--- src/design/kbs_pkg.sv ---
// ============================================================================
// kbs_pkg: shared types and constants for the kinematic bicycle step
// Holds the register indexes, clamp limits, CORDIC constants and the
// arctangent table used by the datapath modules.
// ============================================================================
package kbs_pkg;

    localparam int CORDIC_STEPS_DEF = 16;
    localparam int ATAN_ENTRIES     = 24;

    // Configuration register indexes.
    localparam logic [2:0] REG_WHEEL_BASE    = 3'd0;
    localparam logic [2:0] REG_STEP_TIME     = 3'd1;
    localparam logic [2:0] REG_START_X       = 3'd2;
    localparam logic [2:0] REG_START_Y       = 3'd3;
    localparam logic [2:0] REG_START_HEADING = 3'd4;
    localparam logic [2:0] REG_START_STEER   = 3'd5;

    localparam logic signed [15:0] SPEED_MAX = 16'sd7680;
    localparam logic signed [15:0] SPEED_MIN = -16'sd2560;
    localparam logic signed [15:0] RATE_LIM  = 16'sd8192;
    localparam logic signed [15:0] STEER_LIM = 16'sd12868;

    localparam logic signed [33:0] CORDIC_GAIN       = 34'sd652032874;
    localparam logic [16:0]        QUARTER_RAD_SCALE = 17'd102944;
    localparam logic [31:0]        INV_TWO_PI_Q32    = 32'd683565276;

    // Multiplier / divider operation codes.
    typedef enum logic [1:0] {
        MUL_OP = 2'd0,
        DIV_OP = 2'd1
    } t_arith_op;

    typedef enum logic [4:0] {
        ST_IDLE,
        ST_LOAD,
        ST_HEAD_ARG,
        ST_HEAD_CORDIC,
        ST_HEAD_ROT,
        ST_DX_M1,
        ST_DX_M2,
        ST_DY_M1,
        ST_DY_M2,
        ST_POS,
        ST_STEER_ARG,
        ST_STEER_CORDIC,
        ST_NUM_M1,
        ST_NUM_M2,
        ST_DEN,
        ST_DIV,
        ST_TURN,
        ST_OUT
    } t_state;

    function automatic logic signed [33:0] atan_q30(input logic [4:0] idx);
        logic signed [33:0] v;
        begin
            case (idx)
                5'd0:  v = 34'sh03243F6A8;
                5'd1:  v = 34'sh01DAC6705;
                5'd2:  v = 34'sh00FADBAFC;
                5'd3:  v = 34'sh007F56EA6;
                5'd4:  v = 34'sh003FEAB76;
                5'd5:  v = 34'sh001FFD55B;
                5'd6:  v = 34'sh000FFFAAA;
                5'd7:  v = 34'sh0007FFF55;
                5'd8:  v = 34'sh0003FFFEA;
                5'd9:  v = 34'sh0001FFFFD;
                5'd10: v = 34'sh0000FFFFF;
                5'd11: v = 34'sh00007FFFF;
                5'd12: v = 34'sh00003FFFF;
                5'd13: v = 34'sh00001FFFF;
                5'd14: v = 34'sh00000FFFF;
                5'd15: v = 34'sh000007FFF;
                5'd16: v = 34'sh000003FFF;
                5'd17: v = 34'sh000001FFF;
                5'd18: v = 34'sh000000FFF;
                5'd19: v = 34'sh0000007FF;
                5'd20: v = 34'sh0000003FF;
                5'd21: v = 34'sh0000001FF;
                5'd22: v = 34'sh0000000FF;
                5'd23: v = 34'sh00000007F;
                default: v = 34'sd0;
            endcase
            atan_q30 = v;
        end
    endfunction

endpackage

--- src/design/kinematic_bicycle_step.sv ---
// ============================================================================
// kinematic_bicycle_step: one forward-Euler step of a bicycle vehicle model
// Sequencer over a shared CORDIC and a bit-serial multiply/divide unit.
// ============================================================================
//  channel | signals                              | direction
//  input   | i_valid/o_ready, restart speed rate  | in
//  output  | o_valid/i_ready, pos x y heading str | out
//  config  | i_cfg_valid/o_cfg_ready, index data  | in
//
// Each result takes two CORDIC runs and nine passes of the bit-serial
// multiply/divide unit. One item is in flight at a time; the next input is
// taken in the cycle after the result is registered, and a result that is
// not taken stalls the next one before the output register. Reset is
// synchronous and restores the defaults.
module kinematic_bicycle_step #(
    parameter int CORDIC_STEPS = kbs_pkg::CORDIC_STEPS_DEF
) (
    input  logic               i_clk,
    input  logic               i_rst_n,
    input  logic               i_valid,
    output logic               o_ready,
    input  logic               i_restart,
    input  logic signed [15:0] i_speed,
    input  logic signed [15:0] i_steer_rate,
    output logic               o_valid,
    input  logic               i_ready,
    output logic signed [31:0] o_pos_x_out,
    output logic signed [31:0] o_pos_y_out,
    output logic [15:0]        o_heading_out,
    output logic signed [15:0] o_steer_out,
    input  logic               i_cfg_valid,
    output logic               o_cfg_ready,
    input  logic [2:0]         i_cfg_index,
    input  logic [31:0]        i_cfg_data
);
    kbs_pkg::t_state r_state, n_state;

    logic [15:0]        r_wheel_base, r_step_time, r_start_heading;
    logic signed [31:0] r_start_x, r_start_y;
    logic signed [14:0] r_start_steer;

    logic signed [31:0] r_pos_x, r_pos_y;
    logic [15:0]        r_heading;
    logic signed [15:0] r_steer;
    logic               r_restart;
    logic signed [15:0] r_speed, r_rate;
    logic [1:0]         r_quad;
    logic signed [33:0] r_hc, r_hs, r_sc;
    logic signed [63:0] r_tmp;
    logic               r_neg;
    logic [63:0]        r_den;
    logic               r_out_valid;
    logic signed [31:0] r_ox, r_oy;
    logic [15:0]        r_oh;
    logic signed [15:0] r_os;

    // CORDIC hookup
    logic               c_start, c_done;
    logic signed [33:0] c_angle, c_cos, c_sin;
    // arith hookup
    logic               a_start, a_done;
    kbs_pkg::t_arith_op a_op;
    logic [63:0]        a_a, a_b, a_res;

    kbs_cordic #(.CORDIC_STEPS(CORDIC_STEPS)) u_cordic (
        .i_clk(i_clk), .i_rst_n(i_rst_n), .i_start(c_start), .i_angle(c_angle),
        .o_done(c_done), .o_cos(c_cos), .o_sin(c_sin)
    );

    kbs_arith u_arith (
        .i_clk(i_clk), .i_rst_n(i_rst_n), .i_start(a_start), .i_op(a_op),
        .i_a(a_a), .i_b(a_b), .o_done(a_done), .o_res(a_res)
    );

    logic accept_in;
    logic out_load;
    assign o_ready     = (r_state == kbs_pkg::ST_IDLE);
    assign accept_in   = i_valid && o_ready;
    assign o_cfg_ready = 1'b1;
    // The output register takes a new result once the previous one has left.
    assign out_load    = (r_state == kbs_pkg::ST_OUT) && (!r_out_valid || i_ready);

    // Combinational helpers for the datapath.
    logic signed [15:0] v_cl, rate_cl, st_cl;
    logic signed [33:0] rd_prod;
    logic signed [15:0] hres;
    logic signed [63:0] mag_sv;
    logic signed [63:0] signed_res;
    logic signed [33:0] dpos_x, dpos_y;
    logic signed [33:0] sum_x, sum_y;
    logic [63:0]        absv, absh;
    logic [63:0]        num_mag;

    always_comb begin
        v_cl    = (r_speed > kbs_pkg::SPEED_MAX) ? kbs_pkg::SPEED_MAX :
                  (r_speed < kbs_pkg::SPEED_MIN) ? kbs_pkg::SPEED_MIN : r_speed;
        rate_cl = (r_rate > kbs_pkg::RATE_LIM) ? kbs_pkg::RATE_LIM :
                  (r_rate < -kbs_pkg::RATE_LIM) ? -kbs_pkg::RATE_LIM : r_rate;
        st_cl   = (r_steer > kbs_pkg::STEER_LIM) ? kbs_pkg::STEER_LIM :
                  (r_steer < -kbs_pkg::STEER_LIM) ? -kbs_pkg::STEER_LIM : r_steer;
        rd_prod = 34'(rate_cl * $signed({1'b0, r_step_time})) + 34'sd32768;
        hres    = $signed(16'(r_heading - {r_quad, 14'd0}));
        absv    = v_cl[15] ? 64'(-64'(v_cl)) : 64'(v_cl);
        absh    = r_hc[33] ? 64'(-64'(r_hc)) : 64'(r_hc);
        num_mag = r_tmp[63] ? 64'(-r_tmp) : 64'(r_tmp);
        signed_res = r_neg ? -$signed(a_res) : $signed(a_res);
        mag_sv  = signed_res;
        dpos_x  = 34'((mag_sv + (64'sd1 <<< 37)) >>> 38);
        dpos_y  = dpos_x;
        sum_x   = 34'(r_pos_x) + dpos_x;
        sum_y   = 34'(r_pos_y) + dpos_y;
    end

    function automatic logic signed [31:0] sat32(input logic signed [33:0] v);
        sat32 = (v > 34'sd2147483647) ? 32'sh7FFFFFFF :
                (v < -34'sd2147483648) ? 32'sh80000000 : v[31:0];
    endfunction

    // Next state and unit starts.
    always_comb begin
        n_state = r_state;
        c_start = 1'b0;
        c_angle = '0;
        a_start = 1'b0;
        a_op    = kbs_pkg::MUL_OP;
        a_a     = '0;
        a_b     = '0;
        case (r_state)
            kbs_pkg::ST_IDLE:      if (accept_in) n_state = kbs_pkg::ST_LOAD;
            kbs_pkg::ST_LOAD:      n_state = kbs_pkg::ST_HEAD_ARG;
            kbs_pkg::ST_HEAD_ARG: begin
                c_start = 1'b1;
                c_angle = 34'(hres * $signed({1'b0, kbs_pkg::QUARTER_RAD_SCALE}));
                n_state = kbs_pkg::ST_HEAD_CORDIC;
            end
            kbs_pkg::ST_HEAD_CORDIC: if (c_done) n_state = kbs_pkg::ST_HEAD_ROT;
            kbs_pkg::ST_HEAD_ROT: begin
                // |v| * |hc|
                a_start = 1'b1;
                a_a     = absv;
                a_b     = absh;
                n_state = kbs_pkg::ST_DX_M1;
            end
            kbs_pkg::ST_DX_M1: if (a_done) begin
                a_start = 1'b1;
                a_a     = a_res;
                a_b     = 64'(r_step_time);
                n_state = kbs_pkg::ST_DX_M2;
            end
            kbs_pkg::ST_DX_M2: if (a_done) n_state = kbs_pkg::ST_DY_M1;
            kbs_pkg::ST_DY_M1: begin
                a_start = 1'b1;
                a_a     = absv;
                a_b     = r_hs[33] ? 64'(-64'(r_hs)) : 64'(r_hs);
                n_state = kbs_pkg::ST_DY_M2;
            end
            kbs_pkg::ST_DY_M2: if (a_done) begin
                a_start = 1'b1;
                a_a     = a_res;
                a_b     = 64'(r_step_time);
                n_state = kbs_pkg::ST_POS;
            end
            kbs_pkg::ST_POS: if (a_done) n_state = kbs_pkg::ST_STEER_ARG;
            kbs_pkg::ST_STEER_ARG: begin
                c_start = 1'b1;
                c_angle = 34'(r_steer) <<< 16;
                n_state = kbs_pkg::ST_STEER_CORDIC;
            end
            kbs_pkg::ST_STEER_CORDIC: if (c_done) begin
                a_start = 1'b1;
                a_a     = absv;
                a_b     = c_sin[33] ? 64'(-64'(c_sin)) : 64'(c_sin);
                n_state = kbs_pkg::ST_NUM_M1;
            end
            kbs_pkg::ST_NUM_M1: if (a_done) begin
                a_start = 1'b1;
                a_a     = a_res;
                a_b     = 64'(r_step_time);
                n_state = kbs_pkg::ST_NUM_M2;
            end
            kbs_pkg::ST_NUM_M2: if (a_done) begin
                a_start = 1'b1;
                a_a     = 64'(r_sc);
                a_b     = (r_wheel_base == 16'd0) ? 64'd1 : 64'(r_wheel_base);
                n_state = kbs_pkg::ST_DEN;
            end
            kbs_pkg::ST_DEN: if (a_done) begin
                // Numerator magnitude in Q19 plus half the divisor for rounding.
                a_start = 1'b1;
                a_op    = kbs_pkg::DIV_OP;
                a_a     = (num_mag << 19) + (a_res >> 1);
                a_b     = a_res;
                n_state = kbs_pkg::ST_DIV;
            end
            kbs_pkg::ST_DIV: if (a_done) begin
                a_start = 1'b1;
                a_a     = a_res;
                a_b     = 64'(kbs_pkg::INV_TWO_PI_Q32);
                n_state = kbs_pkg::ST_TURN;
            end
            kbs_pkg::ST_TURN: if (a_done) n_state = kbs_pkg::ST_OUT;
            kbs_pkg::ST_OUT:  if (out_load) n_state = kbs_pkg::ST_IDLE;
            default:          n_state = kbs_pkg::ST_IDLE;
        endcase
    end

    always_ff @(posedge i_clk) begin
        if (!i_rst_n) begin
            r_state <= kbs_pkg::ST_IDLE;
        end else begin
            r_state <= n_state;
        end
    end

    logic [63:0] num_full, turn_full;
    logic [15:0] turn16;
    assign num_full  = a_res + 64'd32768;
    assign turn_full = a_res + (64'd1 << 34);
    assign turn16    = turn_full[50:35];

    always_ff @(posedge i_clk) begin
        if (!i_rst_n) begin
            r_wheel_base    <= 16'd640;
            r_step_time     <= 16'd655;
            r_start_x       <= '0;
            r_start_y       <= '0;
            r_start_heading <= '0;
            r_start_steer   <= '0;
            r_pos_x         <= '0;
            r_pos_y         <= '0;
            r_heading       <= '0;
            r_steer         <= '0;
            r_out_valid     <= 1'b0;
        end else begin
            if (i_cfg_valid) begin
                case (i_cfg_index)
                    kbs_pkg::REG_WHEEL_BASE:    r_wheel_base    <= i_cfg_data[15:0];
                    kbs_pkg::REG_STEP_TIME:     r_step_time     <= i_cfg_data[15:0];
                    kbs_pkg::REG_START_X:       r_start_x       <= i_cfg_data;
                    kbs_pkg::REG_START_Y:       r_start_y       <= i_cfg_data;
                    kbs_pkg::REG_START_HEADING: r_start_heading <= i_cfg_data[15:0];
                    kbs_pkg::REG_START_STEER:   r_start_steer   <= i_cfg_data[14:0];
                    default: ;
                endcase
            end
            if (out_load)
                r_out_valid <= 1'b1;
            else if (o_valid && i_ready)
                r_out_valid <= 1'b0;
            case (r_state)
                kbs_pkg::ST_IDLE: if (accept_in) begin
                    r_restart <= i_restart;
                    r_speed   <= i_speed;
                    r_rate    <= i_steer_rate;
                end
                kbs_pkg::ST_LOAD: begin
                    if (r_restart) begin
                        r_pos_x   <= r_start_x;
                        r_pos_y   <= r_start_y;
                        r_heading <= r_start_heading;
                        r_steer   <= 16'(r_start_steer);
                        r_quad    <= 2'(({2'b0, r_start_heading} + 18'h2000) >> 14);
                    end else begin
                        r_quad    <= 2'(({2'b0, r_heading} + 18'h2000) >> 14);
                    end
                end
                kbs_pkg::ST_HEAD_ARG: begin
                    // Steering update uses the clamped stored angle.
                    r_steer <= st_cl + 16'(rd_prod >>> 16);
                end
                kbs_pkg::ST_HEAD_CORDIC: if (c_done) begin
                    case (r_quad)
                        2'd1:    begin r_hc <= -c_sin; r_hs <= c_cos;  end
                        2'd2:    begin r_hc <= -c_cos; r_hs <= -c_sin; end
                        2'd3:    begin r_hc <= c_sin;  r_hs <= -c_cos; end
                        default: begin r_hc <= c_cos;  r_hs <= c_sin;  end
                    endcase
                end
                kbs_pkg::ST_HEAD_ROT: r_neg <= v_cl[15] ^ r_hc[33];
                kbs_pkg::ST_DX_M2: if (a_done) begin
                    r_pos_x <= sat32(sum_x);
                    r_neg   <= v_cl[15] ^ r_hs[33];
                end
                kbs_pkg::ST_POS: if (a_done) r_pos_y <= sat32(sum_y);
                kbs_pkg::ST_STEER_CORDIC: if (c_done) begin
                    r_sc  <= (c_cos < 34'sd1) ? 34'sd1 : c_cos;
                    r_neg <= v_cl[15] ^ c_sin[33];
                end
                kbs_pkg::ST_NUM_M2: if (a_done) begin
                    // Rounded signed numerator.
                    if (r_neg)
                        r_tmp <= $signed((64'((-$signed(a_res) + 64'sd32768) >>> 16)));
                    else
                        r_tmp <= $signed(num_full >> 16);
                end
                kbs_pkg::ST_DEN: if (a_done) begin
                    r_neg <= r_tmp[63];
                end
                kbs_pkg::ST_TURN: if (a_done) begin
                    r_heading <= r_neg ? 16'(r_heading - turn16) : 16'(r_heading + turn16);
                end
                kbs_pkg::ST_OUT: if (out_load) begin
                    r_ox <= r_pos_x;
                    r_oy <= r_pos_y;
                    r_oh <= r_heading;
                    r_os <= r_steer;
                end
                default: ;
            endcase
        end
    end

    assign o_valid       = r_out_valid;
    assign o_pos_x_out   = r_ox;
    assign o_pos_y_out   = r_oy;
    assign o_heading_out = r_oh;
    assign o_steer_out   = r_os;

    a_busy_in: assert property (@(posedge i_clk) disable iff (!i_rst_n)
        (r_state != kbs_pkg::ST_IDLE) |-> !o_ready)
        else $error("input taken while busy");
    a_out_hold: assert property (@(posedge i_clk) disable iff (!i_rst_n)
        (o_valid && !i_ready) |=> (o_valid && $stable(o_pos_x_out)))
        else $error("result dropped");
    a_one_unit: assert property (@(posedge i_clk) disable iff (!i_rst_n)
        !(c_start && a_start))
        else $error("two units started at once");
endmodule

--- src/design/kbs_cordic.sv ---
// ============================================================================
// kbs_cordic: iterative rotation-mode CORDIC
// One micro-rotation per cycle on a shared adder set; angle in Q2.30,
// cosine and sine out in Q1.30.
// ============================================================================
module kbs_cordic #(
    parameter int CORDIC_STEPS = kbs_pkg::CORDIC_STEPS_DEF
) (
    input  logic               i_clk,
    input  logic               i_rst_n,
    input  logic               i_start,
    input  logic signed [33:0] i_angle,
    output logic               o_done,
    output logic signed [33:0] o_cos,
    output logic signed [33:0] o_sin
);
    localparam int NSTEP = (CORDIC_STEPS > kbs_pkg::ATAN_ENTRIES)
                           ? kbs_pkg::ATAN_ENTRIES : CORDIC_STEPS;

    logic signed [33:0] r_x, r_y, r_z;
    logic [4:0]         r_i;
    logic               r_busy;
    logic               r_done;
    logic signed [33:0] xs, ys;

    // Arithmetic right shift is a floor shift.
    assign xs = r_x >>> r_i;
    assign ys = r_y >>> r_i;

    always_ff @(posedge i_clk) begin
        if (!i_rst_n) begin
            r_busy <= 1'b0;
            r_done <= 1'b0;
            r_i    <= '0;
        end else begin
            r_done <= 1'b0;
            if (i_start) begin
                r_x    <= kbs_pkg::CORDIC_GAIN;
                r_y    <= '0;
                r_z    <= i_angle;
                r_i    <= '0;
                r_busy <= 1'b1;
            end else if (r_busy) begin
                if (!r_z[33]) begin
                    r_x <= r_x - ys;
                    r_y <= r_y + xs;
                    r_z <= r_z - kbs_pkg::atan_q30(r_i);
                end else begin
                    r_x <= r_x + ys;
                    r_y <= r_y - xs;
                    r_z <= r_z + kbs_pkg::atan_q30(r_i);
                end
                r_i <= r_i + 5'd1;
                if (r_i == 5'(NSTEP - 1)) begin
                    r_busy <= 1'b0;
                    r_done <= 1'b1;
                end
            end
        end
    end

    assign o_done = r_done;
    assign o_cos  = r_x;
    assign o_sin  = r_y;
endmodule

--- src/design/kbs_arith.sv ---
// ============================================================================
// kbs_arith: bit-serial multiplier and restoring divider
// Multiplies two unsigned operands one bit per cycle by shift and add, or
// divides one quotient bit per cycle. Signs are handled by the caller.
// ============================================================================
module kbs_arith (
    input  logic              i_clk,
    input  logic              i_rst_n,
    input  logic              i_start,
    input  kbs_pkg::t_arith_op i_op,
    input  logic [63:0]       i_a,
    input  logic [63:0]       i_b,
    output logic              o_done,
    output logic [63:0]       o_res
);
    logic [63:0] r_a, r_b, r_acc;
    logic [6:0]  r_cnt;
    logic        r_busy, r_done;
    kbs_pkg::t_arith_op r_op;
    logic [64:0] rem_sh;

    assign rem_sh = {r_acc, r_a[63]};

    always_ff @(posedge i_clk) begin
        if (!i_rst_n) begin
            r_busy <= 1'b0;
            r_done <= 1'b0;
            r_cnt  <= '0;
        end else begin
            r_done <= 1'b0;
            if (i_start) begin
                r_a    <= i_a;
                r_b    <= i_b;
                r_acc  <= '0;
                r_op   <= i_op;
                r_cnt  <= '0;
                r_busy <= 1'b1;
            end else if (r_busy) begin
                case (r_op)
                    kbs_pkg::MUL_OP: begin
                        // Multiplier bits come from r_b, LSB first.
                        if (r_b[0]) r_acc <= r_acc + r_a;
                        r_a <= r_a << 1;
                        r_b <= r_b >> 1;
                    end
                    kbs_pkg::DIV_OP: begin
                        // r_a shifts out dividend bits and collects quotient bits.
                        if (rem_sh >= {1'b0, r_b}) begin
                            r_acc <= 64'(rem_sh - {1'b0, r_b});
                            r_a   <= {r_a[62:0], 1'b1};
                        end else begin
                            r_acc <= rem_sh[63:0];
                            r_a   <= {r_a[62:0], 1'b0};
                        end
                    end
                    default: ;
                endcase
                r_cnt <= r_cnt + 7'd1;
                if (r_cnt == 7'd63) begin
                    r_busy <= 1'b0;
                    r_done <= 1'b1;
                end
            end
        end
    end

    assign o_done = r_done;
    assign o_res  = (r_op == kbs_pkg::DIV_OP) ? r_a : r_acc;
endmodule
--- config.mk ---
export PLATFORM = sky130hd
export DESIGN_NAME = kinematic_bicycle_step
export DESIGN_NICKNAME = d
export VERILOG_FILES = /design/src/design/kbs_pkg.sv /design/src/design/kinematic_bicycle_step.sv /design/src/design/kbs_cordic.sv /design/src/design/kbs_arith.sv
export SDC_FILE = /design/constraint.sdc
export NUM_CORES = 2
export LEC_CHECK = 0
export ABC_CLOCK_PERIOD_IN_PS = 11300
export BUFFER_PORTS_ARGS = -buffer_cell sky130_fd_sc_hd__clkbuf_2
export CELL_PAD_IN_SITES_DETAIL_PLACEMENT = 2
export CELL_PAD_IN_SITES_GLOBAL_PLACEMENT = 2
export CORE_UTILIZATION = 41
export CTS_CLUSTER_DIAMETER = 120
export DETAILED_ROUTE_END_ITERATION = 6
export PLACE_DENSITY = 0.93
export SLEW_MARGIN = 20
export SYNTH_ARGS = -nofsm -noshare
export SYNTH_HDL_FRONTEND = slang
export SYNTH_SLANG_ARGS = --single-unit
--- constraint.sdc ---
create_clock -name i_clk -period 11.3 [get_ports i_clk]
set_clock_uncertainty 0.05 [all_clocks]
set_input_delay 0.565 -clock i_clk [delete_from_list [all_inputs] [get_ports i_clk]]
set_output_delay 0.565 -clock i_clk [all_outputs]
set_load 0.1 [all_outputs]
==> metrics.md, run 1 <==
| Metric | Value |
|---|---|
| Status | `aborted with a tool error` |
| Failed at | `global routing (5_1_grt)` |
| Err | `[ERROR GRT-0232] Routing congestion too high. Check the congestion heatmap in the GUI.` |
| Root buffer cell | `clkbuf_16` |
| Part of the Yosys area used for sequential elements | `28.45%` |
| Largest cells by area after synthesis | `edfxtp_1 (22%), ha_1 (9.2%), dfxtp_1 (6.9%), xnor2_1 (6.1%), fa_1 (6.0%)` |
| Synthesized netlist cell count | `a little over 9000` |
| Yosys reg bits | `between 800 and 900` |
| Post-synth top area share | `21.57%` |
| Num ports | `172` |
| Total Routing Usage GR | `65.23%` |
| GRT overflow | `~120` |
| Top FF cell, synth | `edfxtp_1` |
| Ys async rst share | `0%` |
| CTS sink cnt | `between 800 and 900` |
| Yosys Warn Count | `0` |
| Synthesized area | `0.08004 mm2` |
| Num CTS Buffers | `109` |
| Die Width | `between 400 and 500 um` |
| Synth unique cells | `106` |
| Rows | `161` |
| WEP type | `sequential cell input` |
| Last weighted congestion value of the routability-driven placer | `about 1` |
| Cell taking the most area after synthesis | `edfxtp_1` |
| Syn Nets | `10220` |
| I/O Buffers | `between 150 and 200` |
| H-tree depth | `3` |
| Last worst endpoint in the global-route repair_timing | `r_steer[14]$_SDFFE_PN0P_/D` |
| Chip height | `443.9 um` |
| Largest net degree at the start of global routing | `148` |
| Number of flops mapped to enable cells by yosys | `575` |
| CTS Buffer Depth | `3` |
| DP HPWL | `290900 um` |
| Syn_area_per_cell | `around 8.6 um2` |
| Starting Density | `41.43%` |
[what timing repair did]
item                                    in CTS
endpoints found under the setup margin      38
pin swaps                                    3
hold endpoints to repair                    50
hold buffers                                44
setup buffers                                4
gates cloned                                 2
gates resized for setup                     10
[cell usage after synthesis, drive strengths merged (231+ instances only)]
library cell     n
fa             240
nor2           664
inv            603
a21o           231
nand2         1030
dfxtp          275
xnor2          557
a21oi          763
ha             590
clkbuf         395
o21ai          544
edfxtp         575
xor2           303
[kinds of logic after synthesis]
group                      synth area share [%]
other                                  0.009382
muxes                                     4.174
and+or+nand+nor                           17.39
xor gates and xnor gates                  9.410
DFF                                       28.45
buffers and inverters                     5.174
AOI/OAI and AO/OA                         20.16
adders and majority gates                 15.24
[per-stage QoR]
step	cells	area [um2]	TNS [ps]	setup slack, ps
floorplan	9320	80040	0	2148
global placement	11680	83450	0	701.5
detailed placement	11680	83450	-241.5	-198.3
CTS	11930	87690	0	17.18
[metal layers]
metal / overflow / track usage [%]
met1: 2 / 63.51
met2: 50 / 81.04
met3: 7 / 50.80
met4: 63 / 66.66
met5: 0 / 31.77
==> run 2: changes to the inputs <==
--- a/config.mk
+++ b/config.mk
@@ -7,12 +7,9 @@
 export LEC_CHECK = 0
 export ABC_CLOCK_PERIOD_IN_PS = 11300
 export BUFFER_PORTS_ARGS = -buffer_cell sky130_fd_sc_hd__clkbuf_2
-export CELL_PAD_IN_SITES_DETAIL_PLACEMENT = 2
-export CELL_PAD_IN_SITES_GLOBAL_PLACEMENT = 2
-export CORE_UTILIZATION = 41
-export CTS_CLUSTER_DIAMETER = 120
+export CORE_UTILIZATION = 40
 export DETAILED_ROUTE_END_ITERATION = 6
-export PLACE_DENSITY = 0.93
+export PLACE_DENSITY_LB_ADDON = 0.15
 export SLEW_MARGIN = 20
 export SYNTH_ARGS = -nofsm -noshare
 export SYNTH_HDL_FRONTEND = slang
==> run 2 against run 1 <==
Net effect: the flow now finishes, with violations (design-rule violations); synthesized area did not move; synthesized cell count unchanged.
==> metrics.md, run 2 <==
| Metric | Value |
|---|---|
| Status | `finished with violations` |
| Failing checks | `design-rule violations` |
| RR Endpoint | `r_steer[14]$_SDFFE_PN0P_` |
| Drt first pass iters | `7` |
| Skew-Pair Late Insertion Delay | `840 ps` |
| Die Width | `approximately 450 um` |
| CTS Buffer Depth | `3` |
| Rows | `163` |
| Setup TNS | `0 ps` |
| Ys async rst share | `0%` |
| Largest cells by area after synthesis | `edfxtp_1 (22%), ha_1 (9.2%), dfxtp_1 (6.9%), xnor2_1 (6.1%), fa_1 (6.0%)` |
| First-pass GRT wire length | `435800 um` |
| Worst-path clk slew | `~60 ps` |
| Flop-to-flop setup slack | `720 ps` |
| GRT overflow | `0` |
| Core Area | `just under 0.2 mm2` |
| Fin. Hold Viols | `0` |
| CP Data Arrival Time | `11170 ps` |
| Yosys Warn Count | `0` |
| Static Leak | `35.58 nW` |
| Top FF cell, synth | `edfxtp_1` |
| Slew Limit Fails | `0` |
| Synth unique cells | `106` |
| Clock Power Share | `21.2%` |
| Pwr Density | `198.9 mW/mm2` |
| Worst R2R Start | `r_rate[0]$_DFFE_PP_` |
| CTS tree | `done` |
| Net Sw Power | `7.648 mW` |
| WL/cell | `between 20 and 25 um` |
| Crit path largest cell delay | `580 ps` |
| Final setup vio count | `0` |
| Logic pwr share | `53.1%` |
| CTS sink cnt | `850` |
| Initial DRC count | `6416` |
| Hold Path Stages | `3` |
| Chip height | `449.3 um` |
| Num CTS Buffers | `107` |
| Endpoint, Worst Hold | `o_valid$_SDFFE_PN0P_` |
| Post-synth top area share | `21.57%` |
| Filler cell count | `19580` |
| Critical path's most frequent cell | `fa_1` |
| Layout Cells excl Fill | `12050` |
| Number of flops mapped to enable cells by yosys | `575` |
| Worst slew margin | `18.42%` |
| Most frequent cells in the layout | `nand2_1 (1027), a21oi_1 (761), nor2_1 (650)` |
| # DRC | `1` |
| Total wire length | `290500 um` |
| CP startpoint kind | `flop` |
| Num ports | `172` |
| Top Registers | `u_arith.r_a: 64 flops, u_arith.r_acc: 64 flops, u_arith.r_b: 64 flops` |
| H-tree depth | `3` |
| Last weighted congestion value of the routability-driven placer | `0.9386` |
| Most instantiated cells after synthesis | `nand2_1 (1029), a21oi_1 (763), nor2_1 (661)` |
| Vias in the first global route | `69370` |
| Internal power | `9.822 mW` |
| Worst-margin pin slew | `~1200 ps` |
| Detailed-route via count | `71460` |
| Initial antenna violation count | `11` |
| Number of max-cap violations | `0` |
| Worst reg2reg path depth | `38` |
| # nets final | `10210` |
| CP max-delay cell | `edfxtp_1` |
| Cell taking the most area after synthesis | `edfxtp_1` |
| Hold Startpoint | `i_ready` |
| Cells after DPL | `11790` |
| Critical path class | `flop to flop` |
| Sequential Power Share | `about a quarter` |
| Synthesized area | `roughly 0.08 mm2` |
| P&R area growth vs syn | `9.732%` |
| CP required | `11890 ps` |
| I/O Buffers | `170` |
| Peak supply drop | `about 0.21 mV` |
| Largest net degree at the start of global routing | `140` |
| Syn Nets | `approximately 10000` |
| Achievable frequency | `about 94 MHz` |
| Final period utilization | `a little over nine tenths` |
| CP Max Fanout | `43` |
| Part of the Yosys area used for sequential elements | `around 28%` |
| Endpoint type of the worst setup path | `flop` |
| DR vias/cell | `5.933` |
| DP HPWL | `223900 um` |
| Fraction of layout cells with a size suffix above 1 | `7.457%` |
| Total Routing Usage GR | `roughly 28%` |
| RSZ-0062 raised after global routing | `no` |
| Die area | `0.2019 mm2` |
| Most common cell after layout, fill and taps aside | `nand2_1` |
| Tmin final | `between 10000 and 15000 ps` |
| Final ANT Viol Nets | `0` |
| Switching Fraction | `43.78%` |
| Top-count cell post-synth | `nand2_1` |
| Syn_area_per_cell | `8.588 um2` |
| Number of setup buffers added after CTS | `0` |
| Synthesized netlist cell count | `9320` |
| Hold Path Class | `primary input to flop` |
| Yosys reg bits | `850` |
| Starting Density | `40.42%` |
| Root buffer cell | `clkbuf_16` |
run 2: cell counts after synthesis:
No cell type changed its count.
run 2: kinds of logic after synthesis:
family / after synthesis / share of synthesized area, %
AO/OA/AOI/OAI: 2549 / 20.16
XOR/XNOR: 860 / 9.410
adder cells (fa/ha/maj): 831 / 15.24
buffers and inverters: 1089 / 5.174
flip-flops: 850 / 28.45
multiplexers: 235 / 4.174
other: 2 / 0.009382
AND/OR/NAND/NOR: 2904 / 17.39
run 2: cell type report:
type	instances	area (um2)	area share, %
Sequential cell	850	22780	25.94
Multi-Input combinational cell	7382	53320	60.70
Timing Repair Buffer	351	2347	2.672
Clock inverter	67	828.3	0.9430
Clock buffer	137	2945	3.353
Inverter	613	2301	2.620
Tap cell	2640	3303	3.761
Antenna cell	5	12.51	0.01425
run 2: worst max-delay path, delay by kind of cell (launching register included):
| kind | cells | cell delay, ps |
|---|---|---|
| adder cells (fa/ha/maj) | 8 | 3910 |
| AO/OA/AOI/OAI | 14 | 2760 |
| AND/OR/NAND/NOR | 10 | 2190 |
| flip-flops | 1 | 580 |
| buffers and inverters | 4 | 540 |
| XOR/XNOR | 2 | 410 |
run 2: power groups by stage:
stage / logic [mW] / registers [mW] / clock network [mW]
finish: 9.27 / 4.48 / 3.71
CTS: 9.26 / 4.48 / 3.77
global route: 10.3 / 4.51 / 3.88
global placement: 9.07 / 4.54 / 0
detailed placement: 9.17 / 4.54 / 0
floorplan: 7.00 / 4.26 / 0
run 2: metrics by stage:
stage	hold slack (ps)	area [um2]	util, %	power [mW]	setup slack [ps]
floorplan	381.5	80040	-	11.25	2148
global placement	398.3	83550	42.19	13.61	886.5
detailed placement	403.1	83550	42.19	13.71	701.1
CTS	119.6	87810	44.34	17.50	701.9
global route	154.0	87820	44.35	18.71	37.74
finish	171.2	87830	44.35	17.47	716.6
run 2: what timing repair did:
| item | 4_1_cts | 5_1_grt |
|---|---|---|
| gates resized for setup | 0 | 0 |
| endpoints found under the hold margin | 65 | 0 |
| setup endpoints to repair | 0 | 1 |
| hold buffers | 49 | 0 |
run 2: metal layers:
layer	vias to the layer above	global-route usage [%]	routed length, um
li1	33420	-	-
met1	35180	36.75	123500
met4	2	11.37	12560
met5	-	0	13
met2	2362	46.13	136900
met3	489	3.302	17560
run 2: worst max-delay path by stage:
stage	start	endpoint
after floorplan	r_rate[15]$_DFFE_PP_	r_steer[14]$_SDFFE_PN0P_
after global placement	r_rate[0]$_DFFE_PP_	r_steer[14]$_SDFFE_PN0P_
after detailed placement	r_rate[0]$_DFFE_PP_	r_steer[14]$_SDFFE_PN0P_
after CTS	r_rate[0]$_DFFE_PP_	r_steer[14]$_SDFFE_PN0P_
after global routing	r_rate[0]$_DFFE_PP_	r_steer[14]$_SDFFE_PN0P_
final	r_rate[0]$_DFFE_PP_	r_steer[14]$_SDFFE_PN0P_
Note: power is estimated with default switching activity, not from simulation.
